**src/hdl/jmss_pkg.sv**
```systemverilog
// shared constants and types of the jpeg metadata segment stripper
`default_nettype none

package jmss_pkg;

  localparam int unsigned BYTE_W  = 8;
  localparam int unsigned CNT_W   = 16;
  localparam int unsigned MAX_RES = 4;
  localparam int unsigned NUM_W   = $clog2(MAX_RES + 1);
  localparam int unsigned IDX_W   = $clog2(MAX_RES);

  localparam logic [BYTE_W-1:0] MK_PREFIX = 8'hFF;
  localparam logic [BYTE_W-1:0] MK_SOI    = 8'hD8;
  localparam logic [BYTE_W-1:0] MK_EOI    = 8'hD9;
  localparam logic [BYTE_W-1:0] MK_SOS    = 8'hDA;
  localparam logic [BYTE_W-1:0] MK_APP0   = 8'hE0;
  localparam logic [BYTE_W-1:0] MK_APP1   = 8'hE1;
  localparam logic [BYTE_W-1:0] MK_APP3   = 8'hE3;
  localparam logic [BYTE_W-1:0] MK_APPF   = 8'hEF;
  localparam logic [BYTE_W-1:0] MK_COM    = 8'hFE;

  // results of one input word, handed from the parser to the result buffer
  typedef struct packed {
    logic [MAX_RES-1:0][BYTE_W-1:0] bytes;
    logic [NUM_W-1:0]               num;
    logic                           has_byte;
    logic                           last;
    logic                           status;
    logic [CNT_W-1:0]               removed;
  } step_t;

endpackage

`default_nettype wire

```
**src/hdl/jmss_if.sv**
```systemverilog
// stream channel interfaces of the jpeg metadata segment stripper
`default_nettype none

interface jmss_in_if;
  logic                       valid;
  logic                       ready;
  logic [jmss_pkg::BYTE_W-1:0] in_byte;
  logic                       in_last;

  modport source (output valid, output in_byte, output in_last, input ready);
  modport sink (input valid, input in_byte, input in_last, output ready);
endinterface

interface jmss_out_if;
  logic                        valid;
  logic                        ready;
  logic [jmss_pkg::BYTE_W-1:0] out_byte;
  logic                        has_byte;
  logic                        out_last;
  logic                        status;
  logic [jmss_pkg::CNT_W-1:0]  removed_count;

  modport source (output valid, output out_byte, output has_byte, output out_last,
                  output status, output removed_count, input ready);
  modport sink (input valid, input out_byte, input has_byte, input out_last,
                input status, input removed_count, output ready);
endinterface

`default_nettype wire

```
**src/hdl/jmss_parser.sv**
```systemverilog
// marker parser: state registers and per-word result generation
`default_nettype none

module jmss_parser (
  input  wire logic                        clk_i,
  input  wire logic                        rst_ni,
  input  wire logic                        accept_i,
  input  wire logic [jmss_pkg::BYTE_W-1:0] byte_i,
  input  wire logic                        last_i,
  output jmss_pkg::step_t                  step_o
);
  import jmss_pkg::*;

  typedef enum logic [2:0] {
    PH_START0   = 3'd0,
    PH_START1   = 3'd1,
    PH_HEADER   = 3'd2,
    PH_BODY     = 3'd3,
    PH_PASS     = 3'd4,
    PH_DONE     = 3'd5,
    PH_ERROR    = 3'd6,
    PH_BODY_SOS = 3'd7
  } phase_e;

  phase_e                  phase_q, phase_d;
  logic [3:0][BYTE_W-1:0]  win_q, win_d;
  logic [1:0]              fill_q, fill_d;
  logic [CNT_W-1:0]        rem_q, rem_d;
  logic                    keep_q, keep_d;
  logic [CNT_W-1:0]        drop_q, drop_d;

  logic [BYTE_W-1:0]          w0, w1, w2, w3;
  logic [CNT_W-1:0]           seglen;
  logic [CNT_W-1:0]           rem_dec;
  logic                       meta;
  logic                       err;
  logic [MAX_RES-1:0][BYTE_W-1:0] bytes;
  logic [NUM_W-1:0]           num;

  assign w0      = win_q[0];
  assign w1      = win_q[1];
  assign w2      = win_q[2];
  assign w3      = byte_i;
  assign seglen  = {w2, w3};
  assign rem_dec = (rem_q != '0) ? rem_q - CNT_W'(1) : rem_q;
  assign meta    = (w1 == MK_APP0) || (w1 == MK_APP1) || (w1 == MK_COM) ||
                   ((w1 >= MK_APP3) && (w1 <= MK_APPF));

  always_comb begin
    phase_d = phase_q;
    win_d   = win_q;
    fill_d  = fill_q;
    rem_d   = rem_q;
    keep_d  = keep_q;
    drop_d  = drop_q;
    bytes   = '0;
    num     = '0;
    unique case (phase_q)
      PH_START0: begin
        phase_d = (byte_i == MK_PREFIX) ? PH_START1 : PH_ERROR;
      end
      PH_START1: begin
        if (byte_i == MK_SOI) begin
          bytes[0] = MK_PREFIX;
          bytes[1] = MK_SOI;
          num      = NUM_W'(2);
          phase_d  = PH_HEADER;
          fill_d   = '0;
        end else begin
          phase_d = PH_ERROR;
        end
      end
      PH_HEADER: begin
        win_d[fill_q] = byte_i;
        fill_d        = fill_q + 2'd1;
        if (fill_q == 2'd3) begin
          if (w0 != MK_PREFIX) begin
            bytes   = {w3, w2, w1, w0};
            num     = NUM_W'(4);
            fill_d  = '0;
            phase_d = PH_PASS;
          end else if (w1 == MK_EOI) begin
            bytes[0] = w0;
            bytes[1] = w1;
            num      = NUM_W'(2);
            fill_d   = '0;
            phase_d  = PH_DONE;
          end else if (w1 == MK_SOI) begin
            bytes[0] = w0;
            bytes[1] = w1;
            num      = NUM_W'(2);
            win_d[0] = w2;
            win_d[1] = w3;
            fill_d   = 2'd2;
          end else if (w1 == MK_PREFIX) begin
            win_d[0] = w1;
            win_d[1] = w2;
            win_d[2] = w3;
            fill_d   = 2'd3;
          end else begin
            fill_d = '0;
            if (seglen < CNT_W'(2)) begin
              phase_d = PH_DONE;
            end else begin
              if (meta) begin
                keep_d = 1'b0;
                if (drop_q != '1) begin
                  drop_d = drop_q + CNT_W'(1);
                end
              end else begin
                keep_d = 1'b1;
                bytes  = {w3, w2, w1, w0};
                num    = NUM_W'(4);
              end
              rem_d = seglen - CNT_W'(2);
              if (rem_d == '0) begin
                phase_d = (w1 == MK_SOS) ? PH_PASS : PH_HEADER;
              end else begin
                phase_d = (w1 == MK_SOS) ? PH_BODY_SOS : PH_BODY;
              end
            end
          end
        end
      end
      PH_BODY, PH_BODY_SOS: begin
        if (keep_q) begin
          bytes[0] = byte_i;
          num      = NUM_W'(1);
        end
        rem_d = rem_dec;
        if (rem_dec == '0) begin
          phase_d = (phase_q == PH_BODY_SOS) ? PH_PASS : PH_HEADER;
          fill_d  = '0;
        end
      end
      PH_PASS: begin
        bytes[0] = byte_i;
        num      = NUM_W'(1);
      end
      PH_DONE, PH_ERROR: begin
      end
    endcase
  end

  assign err = (phase_d == PH_ERROR) || (phase_d == PH_START0) || (phase_d == PH_START1);

  always_comb begin
    step_o.bytes    = bytes;
    step_o.num      = num;
    step_o.has_byte = 1'b1;
    step_o.last     = last_i;
    step_o.status   = last_i & err;
    step_o.removed  = drop_d;
    // closing word with no stream byte
    if (last_i && (num == '0)) begin
      step_o.num      = NUM_W'(1);
      step_o.has_byte = 1'b0;
    end
  end

  always_ff @(posedge clk_i or negedge rst_ni) begin
    if (!rst_ni) begin
      phase_q <= PH_START0;
      fill_q  <= '0;
      rem_q   <= '0;
      keep_q  <= 1'b0;
      drop_q  <= '0;
    end else if (accept_i) begin
      if (last_i) begin
        phase_q <= PH_START0;
        fill_q  <= '0;
        rem_q   <= '0;
        keep_q  <= 1'b0;
        drop_q  <= '0;
      end else begin
        phase_q <= phase_d;
        fill_q  <= fill_d;
        rem_q   <= rem_d;
        keep_q  <= keep_d;
        drop_q  <= drop_d;
      end
    end
  end

  always_ff @(posedge clk_i) begin
    if (accept_i) begin
      win_q <= win_d;
    end
  end

endmodule

`default_nettype wire

```
**src/hdl/jpeg_metadata_segment_stripper_top.sv**
```systemverilog
// top level of the jpeg metadata segment stripper
//
// channel  dir  words                        handshake
// in_i     in   in_byte, in_last             valid/ready
// out_o    out  out_byte, has_byte, out_last,  valid/ready
//               status, removed_count
//
// each input word is parsed in the cycle it is accepted and gives 0 to 4 output
// words, which a four-entry result buffer hands out one per cycle while out_o is ready
// a word giving at most one output word is taken every cycle unless output stalls;
// more words hold the input until the last is out, set by the single output port
// reset is asynchronous and active low; it clears parser state and empties the buffer
// an output stall holds the buffer and, while any word waits, the input
`default_nettype none

module jpeg_metadata_segment_stripper_top (
  input  wire logic clk_i,
  input  wire logic rst_ni,
  jmss_in_if.sink   in_i,
  jmss_out_if.source out_o
);
  import jmss_pkg::*;

  step_t                          step;
  logic                           in_acc;
  logic                           out_acc;
  logic [MAX_RES-1:0][BYTE_W-1:0] bytes_q;
  logic [NUM_W-1:0]               cnt_q;
  logic [IDX_W-1:0]               idx_q;
  logic                           has_q;
  logic                           last_q;
  logic                           status_q;
  logic [CNT_W-1:0]               removed_q;

  assign in_i.ready = (cnt_q == '0) || ((cnt_q == NUM_W'(1)) && out_o.ready);
  assign in_acc     = in_i.valid && in_i.ready;
  assign out_acc    = out_o.valid && out_o.ready;

  jmss_parser u_parser (
    .clk_i    (clk_i),
    .rst_ni   (rst_ni),
    .accept_i (in_acc),
    .byte_i   (in_i.in_byte),
    .last_i   (in_i.in_last),
    .step_o   (step)
  );

  always_ff @(posedge clk_i or negedge rst_ni) begin
    if (!rst_ni) begin
      cnt_q <= '0;
      idx_q <= '0;
    end else if (in_acc) begin
      cnt_q <= step.num;
      idx_q <= '0;
    end else if (out_acc) begin
      cnt_q <= cnt_q - NUM_W'(1);
      idx_q <= idx_q + IDX_W'(1);
    end
  end

  always_ff @(posedge clk_i) begin
    if (in_acc) begin
      bytes_q   <= step.bytes;
      has_q     <= step.has_byte;
      last_q    <= step.last;
      status_q  <= step.status;
      removed_q <= step.removed;
    end
  end

  assign out_o.valid         = (cnt_q != '0);
  assign out_o.out_byte      = bytes_q[idx_q];
  assign out_o.has_byte      = has_q;
  assign out_o.out_last      = last_q && (cnt_q == NUM_W'(1));
  assign out_o.status        = status_q;
  assign out_o.removed_count = removed_q;

endmodule

`default_nettype wire

```
**src/flat_wrapper.sv**
```systemverilog
// flat-port wrapper written by rule: the top's interface ports become plain ports
module jpeg_metadata_segment_stripper_top_flat import jmss_pkg::*;
  (clk_i, rst_ni, in_i_valid, in_i_in_byte, in_i_in_last, in_i_ready, out_o_valid, out_o_out_byte, out_o_has_byte, out_o_out_last, out_o_status, out_o_removed_count, out_o_ready);
  jmss_in_if in_i_i ();
  jmss_out_if out_o_i ();
  input  wire logic clk_i;
  input  wire logic rst_ni;
  input wire logic [$bits(in_i_i.valid)-1:0] in_i_valid;
  input wire logic [$bits(in_i_i.in_byte)-1:0] in_i_in_byte;
  input wire logic [$bits(in_i_i.in_last)-1:0] in_i_in_last;
  output wire logic [$bits(in_i_i.ready)-1:0] in_i_ready;
  output wire logic [$bits(out_o_i.valid)-1:0] out_o_valid;
  output wire logic [$bits(out_o_i.out_byte)-1:0] out_o_out_byte;
  output wire logic [$bits(out_o_i.has_byte)-1:0] out_o_has_byte;
  output wire logic [$bits(out_o_i.out_last)-1:0] out_o_out_last;
  output wire logic [$bits(out_o_i.status)-1:0] out_o_status;
  output wire logic [$bits(out_o_i.removed_count)-1:0] out_o_removed_count;
  input wire logic [$bits(out_o_i.ready)-1:0] out_o_ready;
  assign in_i_i.valid = in_i_valid;
  assign in_i_i.in_byte = in_i_in_byte;
  assign in_i_i.in_last = in_i_in_last;
  assign in_i_ready = in_i_i.ready;
  assign out_o_valid = out_o_i.valid;
  assign out_o_out_byte = out_o_i.out_byte;
  assign out_o_has_byte = out_o_i.has_byte;
  assign out_o_out_last = out_o_i.out_last;
  assign out_o_status = out_o_i.status;
  assign out_o_removed_count = out_o_i.removed_count;
  assign out_o_i.ready = out_o_ready;
  jpeg_metadata_segment_stripper_top u_core (.clk_i(clk_i), .rst_ni(rst_ni), .in_i(in_i_i), .out_o(out_o_i));
endmodule
```
**config.mk**
```make
export PLATFORM = sky130hd
export DESIGN_NAME = jpeg_metadata_segment_stripper_top_flat
export DESIGN_NICKNAME = d
export VERILOG_FILES = /design/src/hdl/jmss_pkg.sv /design/src/hdl/jmss_if.sv /design/src/hdl/jmss_parser.sv /design/src/hdl/jpeg_metadata_segment_stripper_top.sv /design/src/flat_wrapper.sv
export SDC_FILE = /design/constraint.sdc
export NUM_CORES = 1
export LEC_CHECK = 0
export BUFFER_PORTS_ARGS = -buffer_cell sky130_fd_sc_hd__clkbuf_2
export CAP_MARGIN = 10
export CORE_UTILIZATION = 35
export CTS_CLUSTER_SIZE = 10
export DETAILED_ROUTE_END_ITERATION = 16
export PLACE_DENSITY = 0.49
export SLEW_MARGIN = 15
export SYNTH_ARGS = -nofsm -noshare
export SYNTH_HDL_FRONTEND = slang
export SYNTH_SLANG_ARGS = --single-unit
```
**constraint.sdc**
```tcl
create_clock -name clk_i -period 4.3 [get_ports clk_i]
set_input_delay 1.075 -clock clk_i [delete_from_list [all_inputs] [get_ports clk_i]]
set_output_delay 1.075 -clock clk_i [all_outputs]
set_load 0.1 [all_outputs]
```
Word level (Yosys, flattened, before mapping) --
Index checks and enable logic that the tools add are counted.
Word-level totals: output and inout bits 29, bits in registers 126, logic and storage cells 188
Operators by class: equal/unequal tests 33, reductions and logical operators 32, $lt $le $gt $ge 6, bitwise gates (word level) 1, $add $sub $neg 6, mux-type cells 91
Operators by type and width (count):
- 16-bit two-way mux | 25
- 32-bit two-way mux | 4
- 24-bit two-way mux | 4
- 8-bit == test, second input constant | 9
- 3-bit two-way mux | 23
- 32-bit bitwise mux | 1
- 16-bit logical NOT | 2
- 8-bit two-way mux | 4
- 16-bit one-hot mux with 2 select lines | 1
- 8-bit one-hot mux with 4 select lines | 1
- 3-bit inequality test, second input constant | 8
- 3-bit one-hot mux with 4 select lines | 2
- 2-bit two-way mux | 11
- 16-bit by 1-bit adder with 16-bit output, second input constant | 1
- 8-bit binary-select mux with 2-bit select | 1
- 8-bit demux with 2-bit select | 1
- 16-bit by 2-bit less-than comparator with 1-bit output, second input constant | 1
- 16-bit inequality test, second input constant | 1
- 8-bit one-hot mux with 2 select lines | 1
- 8-bit AND reduction | 2
- 16-bit nonzero test | 1
- 16-bit by 1-bit subtractor with 16-bit output, second input constant | 1
- 16-bit by 2-bit subtractor with 16-bit output, second input constant | 1
- 3-bit logical NOT | 4
- 24 further kinds | 59

Depth between registers and ports, before layout --
depth in word-level cells 16, depth in mapped cells 11

Modules after synthesis --
From an unflattened synthesis, not the netlist that was laid out.
Unflattened totals: cell total of the unflattened synthesis 713, area total of the unflattened synthesis 7083.0 um2
Modules (own cells, without submodules):
- jmss_parser | instances 1, cells each 615, area an instance 5019.8 um2
- jpeg_metadata_segment_stripper_top | instances 1, cells each 98, area an instance 2063.2 um2

Least setup slack after synthesis --
OpenSTA, ideal clock, no wires.
path type input to register, start input out_o_ready, end register u_core.u_parser.win_q, in the netlist u_core.u_parser.w0[0], enable pin, data required time 3865 ps, path slack -960 ps, setup time 435 ps, arrival 4825 ps, stages 5, buffers on the path 1, cell sequence a21oi_1 nor2_1 nand2_1 clkbuf_1 nor3_1
Between the ends: cells in the longest elaborated chain, start to end 4
RTL lines:
- start, declared | line flat_wrapper.sv:18 | input wire logic [$bits(out_o_i.ready)-1:0] out_o_ready;
- 1-bit logical AND | line jpeg_metadata_segment_stripper_top.sv:35 | assign in_i.ready = (cnt_q == '0) || ((cnt_q == NUM_W'(1)) && out_o.ready);
- 1-bit logical OR | line jpeg_metadata_segment_stripper_top.sv:35
- named net in_i_ready | line flat_wrapper.sv:11 | output wire logic [$bits(in_i_i.ready)-1:0] in_i_ready;
- 1-bit logical AND | line jpeg_metadata_segment_stripper_top.sv:36 | assign in_acc = in_i.valid && in_i.ready;
- 2-bit AND reduction (no source line)
- end signal, assigned | line jmss_parser.sv:187 | win_q <= win_d;
- end, declared | line jmss_parser.sv:26 | logic [3:0][BYTE_W-1:0] win_q, win_d;
The timed path passes the listed nets, and every way through them passes these cells. A chain may end at the register's enable or synchronous reset.

Final worst setup path --
start input in_i_in_byte[6], end register u_core.bytes_q[6] in the netlist's numbering (data pin)
Between the ends: cells in the longest elaborated chain, start to end 8, elaborated cells on any way between the ends 11
RTL lines:
- start, declared | line flat_wrapper.sv:9 | input wire logic [$bits(in_i_i.in_byte)-1:0] in_i_in_byte;
- 16-bit by 2-bit less-than comparator with 1-bit output | line jmss_parser.sv:102 | if (seglen < CNT_W'(2)) begin
- 32-bit two-way mux | line jmss_parser.sv:102
- 32-bit two-way mux | line jmss_parser.sv:95 | end else if (w1 == MK_PREFIX) begin
- 16-bit two-way mux | line jmss_parser.sv:88 | end else if (w1 == MK_SOI) begin
- 16-bit two-way mux | line jmss_parser.sv:82 | end else if (w1 == MK_EOI) begin
- 32-bit two-way mux | line jmss_parser.sv:77 | if (w0 != MK_PREFIX) begin
- 16-bit two-way mux | line jmss_parser.sv:76 | if (fill_q == 2'd3) begin
- 8-bit one-hot mux with 4 select lines (*) | line jmss_parser.sv:58 | unique case (phase_q)
- end signal, assigned | line jpeg_metadata_segment_stripper_top.sv:63 | bytes_q <= step.bytes;
- end, declared | line jpeg_metadata_segment_stripper_top.sv:27 | logic [MAX_RES-1:0][BYTE_W-1:0] bytes_q;
Every way passes the cells marked *; elsewhere a longest branch is shown, timed or not.

==> metrics.txt <==
top cell type's share of synthesized area=32.49%; clk root buf=clkbuf_16; CTS resizes=0; Leakage=3.001 nW; dpl hpwl=13.75 mm; Initial Utilization=35.62%; initial antenna violation count=0; RSZ-0062 raised after global routing=false; routed len/inst=19.35 µm; fin crit share=81.43%; Syn Nets=708; CP Capture Type=flop; Fin. Hold Viols=0; Worst Max-Slew Pin Slew=1037 ps; # IOs=42; Yosys cell types=75; CTS Hold Buffers Added=0; VDD IR max=0.3250 mV; First DRT Iteration DRCs=555; routability-driven placement congestion ratio=0.8763; Placed Area=0.007383 mm²; utilization after layout=40.95%; Overflow after GRT=0; max-slew violation count=0; most common cell after layout, fill and taps aside=edfxtp_1; capturing point of the worst reg2reg path=u_core.bytes_q[6]$_SDFFCE_PN0P_; WHS=495.4 ps; Critical Path RT=4450 ps; critical path fanouts, max=10; CTS sink count=118; first-pass GRT wire length=30.86 mm; remaining antenna violation count=0; R2R Setup Slk=920 ps; Min Clock Period, post-route=3502 ps; vias per std cell=5.724; TritonCTS clock tree=done; drt pass-1 iters=5; dominant cells by area after synthesis=edfxtp_1, dfrtp_1, o21ai_0, nor2_1, a21oi_1; slew margin rel.=30.60%; final instance area=0.007969 mm²; sequential-to-total area share from yosys stat=48.01%; Post-synth EDFFs=75; DR vias=5684; Yosys top cell by area=edfxtp_1; RR Startpoint=u_core.u_parser.w2[0]$_DFFE_PP_; crit path kind=in2reg; Rows=51; Num CTS Buffers=17; die area=0.02037 mm²; area grow syn2layout=14.96%; yosys warns=0; core area=0.01946 mm²; top_reg_cell synth=edfxtp_1; clk slew on worst S/H paths=50 ps; Inst Count DP=961; Min-Delay Path Class=reg2reg; Power Dens Cells=699.8 mW/mm²; Post-synth ARST share=36.44%; Synth Register Bits=118; Die H=142.7 µm; net switching power=0.002474 W; Sw Ratio=44.35%; WHS Endpoint=u_core.cnt_q[1]$_DFFE_PN0P_; Worst Path Arrival=3660 ps; Reg2Reg Depth=6; Logic pwr share=41.9%; status=finished, final reports clean; CTS H-Tree Depth=4; depth of the worst hold-timing path=2; Die Wd=142.7 µm; Post-Route WL=19.22 mm; vias in the first global route=5404; final net count=738; fmax=285.6 MHz; setup tns final=0 ps; most frequent cells in the layout=edfxtp_1, nor2_1, nand2_1; fin cells=993; largest net degree at the start of global routing=35; drc violations=0; share of cells above drive strength 1=15.52%; Mapped Cells=685; gr usage total=20.00%; Setup crit start kind=input pin; post-CTS setup buffers=0; worst skew pair latency=420 ps; post-synthesis average cell area=10.12 µm²; Clock Path Buffers=2; Max Cap Viol=0; Clk pwr share=25.4%; hold_sp=u_core.cnt_q[1]$_DFFE_PN0P_; PortBufs=41; ant diodes=0; clk_skew=18.33 ps; Synth Cell Area=0.006932 mm²; Setup Viol. Count Final=0; Reg power frac=32.7%; Pint=0.003103 W
## logic make-up (layout without fill, tap and decap cells)
kind of cell,Yosys count,in the layout,synth area share (%)
and+or+nand+nor,256,256,19.55
DFF,118,118,48.01
xor gates and xnor gates,25,25,3.159
AOI/OAI and AO/OA,185,185,18.16
adders and majority gates,10,10,1.805
buffers and inverters,63,106,3.773
muxes,28,28,5.541
## layout make-up
| type | instances | area (µm²) |
|---|---|---|
| Fill cell | 1908 | 11490 |
| Multi-Input combinational cell | 504 | 3359 |
| Sequential cell | 118 | 3328 |
| Clock buffer | 22 | 444.2 |
| Tap cell | 265 | 331.6 |
| Timing Repair Buffer | 53 | 295.3 |
| Clock inverter | 10 | 131.4 |
| Inverter | 21 | 78.83 |
## synthesized netlist by cell type, types with 3 or more instances
cell type	instances
o31ai_1	9
o21ai_0	51
o31a_1	3
or4_1	4
dfrtp_1	43
mux2_2	3
a22o_1	11
nand2_1	55
a21boi_0	3
xor2_1	8
a221o_1	11
xnor2_1	17
nand3b_1	3
nor3_1	24
nand4_1	17
nand2b_1	8
nand3_1	10
a31oi_1	4
mux4_2	8
nor4_1	17
buf_2	5
nor2_1	58
and3_1	9
edfxtp_1	75
a22oi_1	10
and2_1	11
or2_2	6
a32oi_1	4
nor2b_1	5
clkbuf_1	30
or3_1	9
o21a_1	5
a21oi_1	42
ha_1	10
inv_1	21
a211oi_1	3
a21o_1	3
mux2i_1	17
o211ai_1	3
buf_1	4
## worst max-delay path: stages
cell      delay, ps
clkbuf_2        160
or4_4           540
nor4_2          480
and2_1          280
o31a_1          420
a21oi_1         320
a221o_1         370
## per-layer routing
layer	wire, µm	track usage [%]	vias up
li1	-	-	2674
met1	9215	28.67	2814
met2	8561	29.59	174
met3	1160	4.695	22
met4	278	6.282	0
met5	0	0	-
## per-stage QoR
stage	worst slack [ps]	power, W
global route	668.7	0.005889
floorplan	239.2	0.003698
global placement	541.4	0.004152
CTS	863.8	0.005603
finish	798.3	0.005577
detailed placement	433.1	0.004172
## power groups by stage
| stage | combinational, W | clock [W] | sequential [W] |
|---|---|---|---|
| 3_5_place_dp | 0.00233 | 0 | 0.00184 |
| 3_3_place_gp | 0.00232 | 0 | 0.00183 |
| 2_1_floorplan | 0.00181 | 0 | 0.00189 |
| 5_1_grt | 0.00254 | 0.00148 | 0.00187 |
| 4_1_cts | 0.00233 | 0.00145 | 0.00182 |
| 6_report | 0.00233 | 0.00142 | 0.00182 |
## worst max-delay path by stage
| stage | start | end | slack, ps | depth (start not counted) |
|---|---|---|---|---|
| final | in_i_in_byte[6] | u_core.bytes_q[6]$_SDFFCE_PN0P_ | 800 | 7 |
| after floorplan | out_o_ready | u_core.u_parser.fill_q[1]$_DFFE_PN0P_ | 240 | 7 |
| after global placement | in_i_in_byte[6] | u_core.bytes_q[6]$_SDFFCE_PN0P_ | 540 | 7 |
| after global routing | in_i_in_byte[6] | u_core.bytes_q[4]$_SDFFCE_PN0P_ | 670 | 7 |
| after CTS | u_core.u_parser.w1[0]$_DFFE_PP_ | u_core.cnt_q[0]$_DFFE_PN0P_ | 860 | 7 |
| after detailed placement | in_i_in_byte[6] | u_core.out_o.has_byte$_DFFE_PP_ | 430 | 7 |
## flip-flops by register name, summed over array words and instances (netlist names)
name	cells
u_core.u_parser.phase_q	3
u_core.idx_q	2
u_core.u_parser.drop_q	16
u_core.out_o.removed_count	16
u_core.out_o.has_byte	1
u_core.u_parser.w0	8
u_core.u_parser.fill_q	2
u_core.cnt_q	3
u_core.u_parser.w2	8
u_core.u_parser.rem_q	16
u_core.bytes_q	32
u_core.last_q	1
u_core.u_parser.keep_q	1
u_core.out_o.status	1
u_core.u_parser.w1	8
Note: power is estimated with default switching activity, not from simulation.
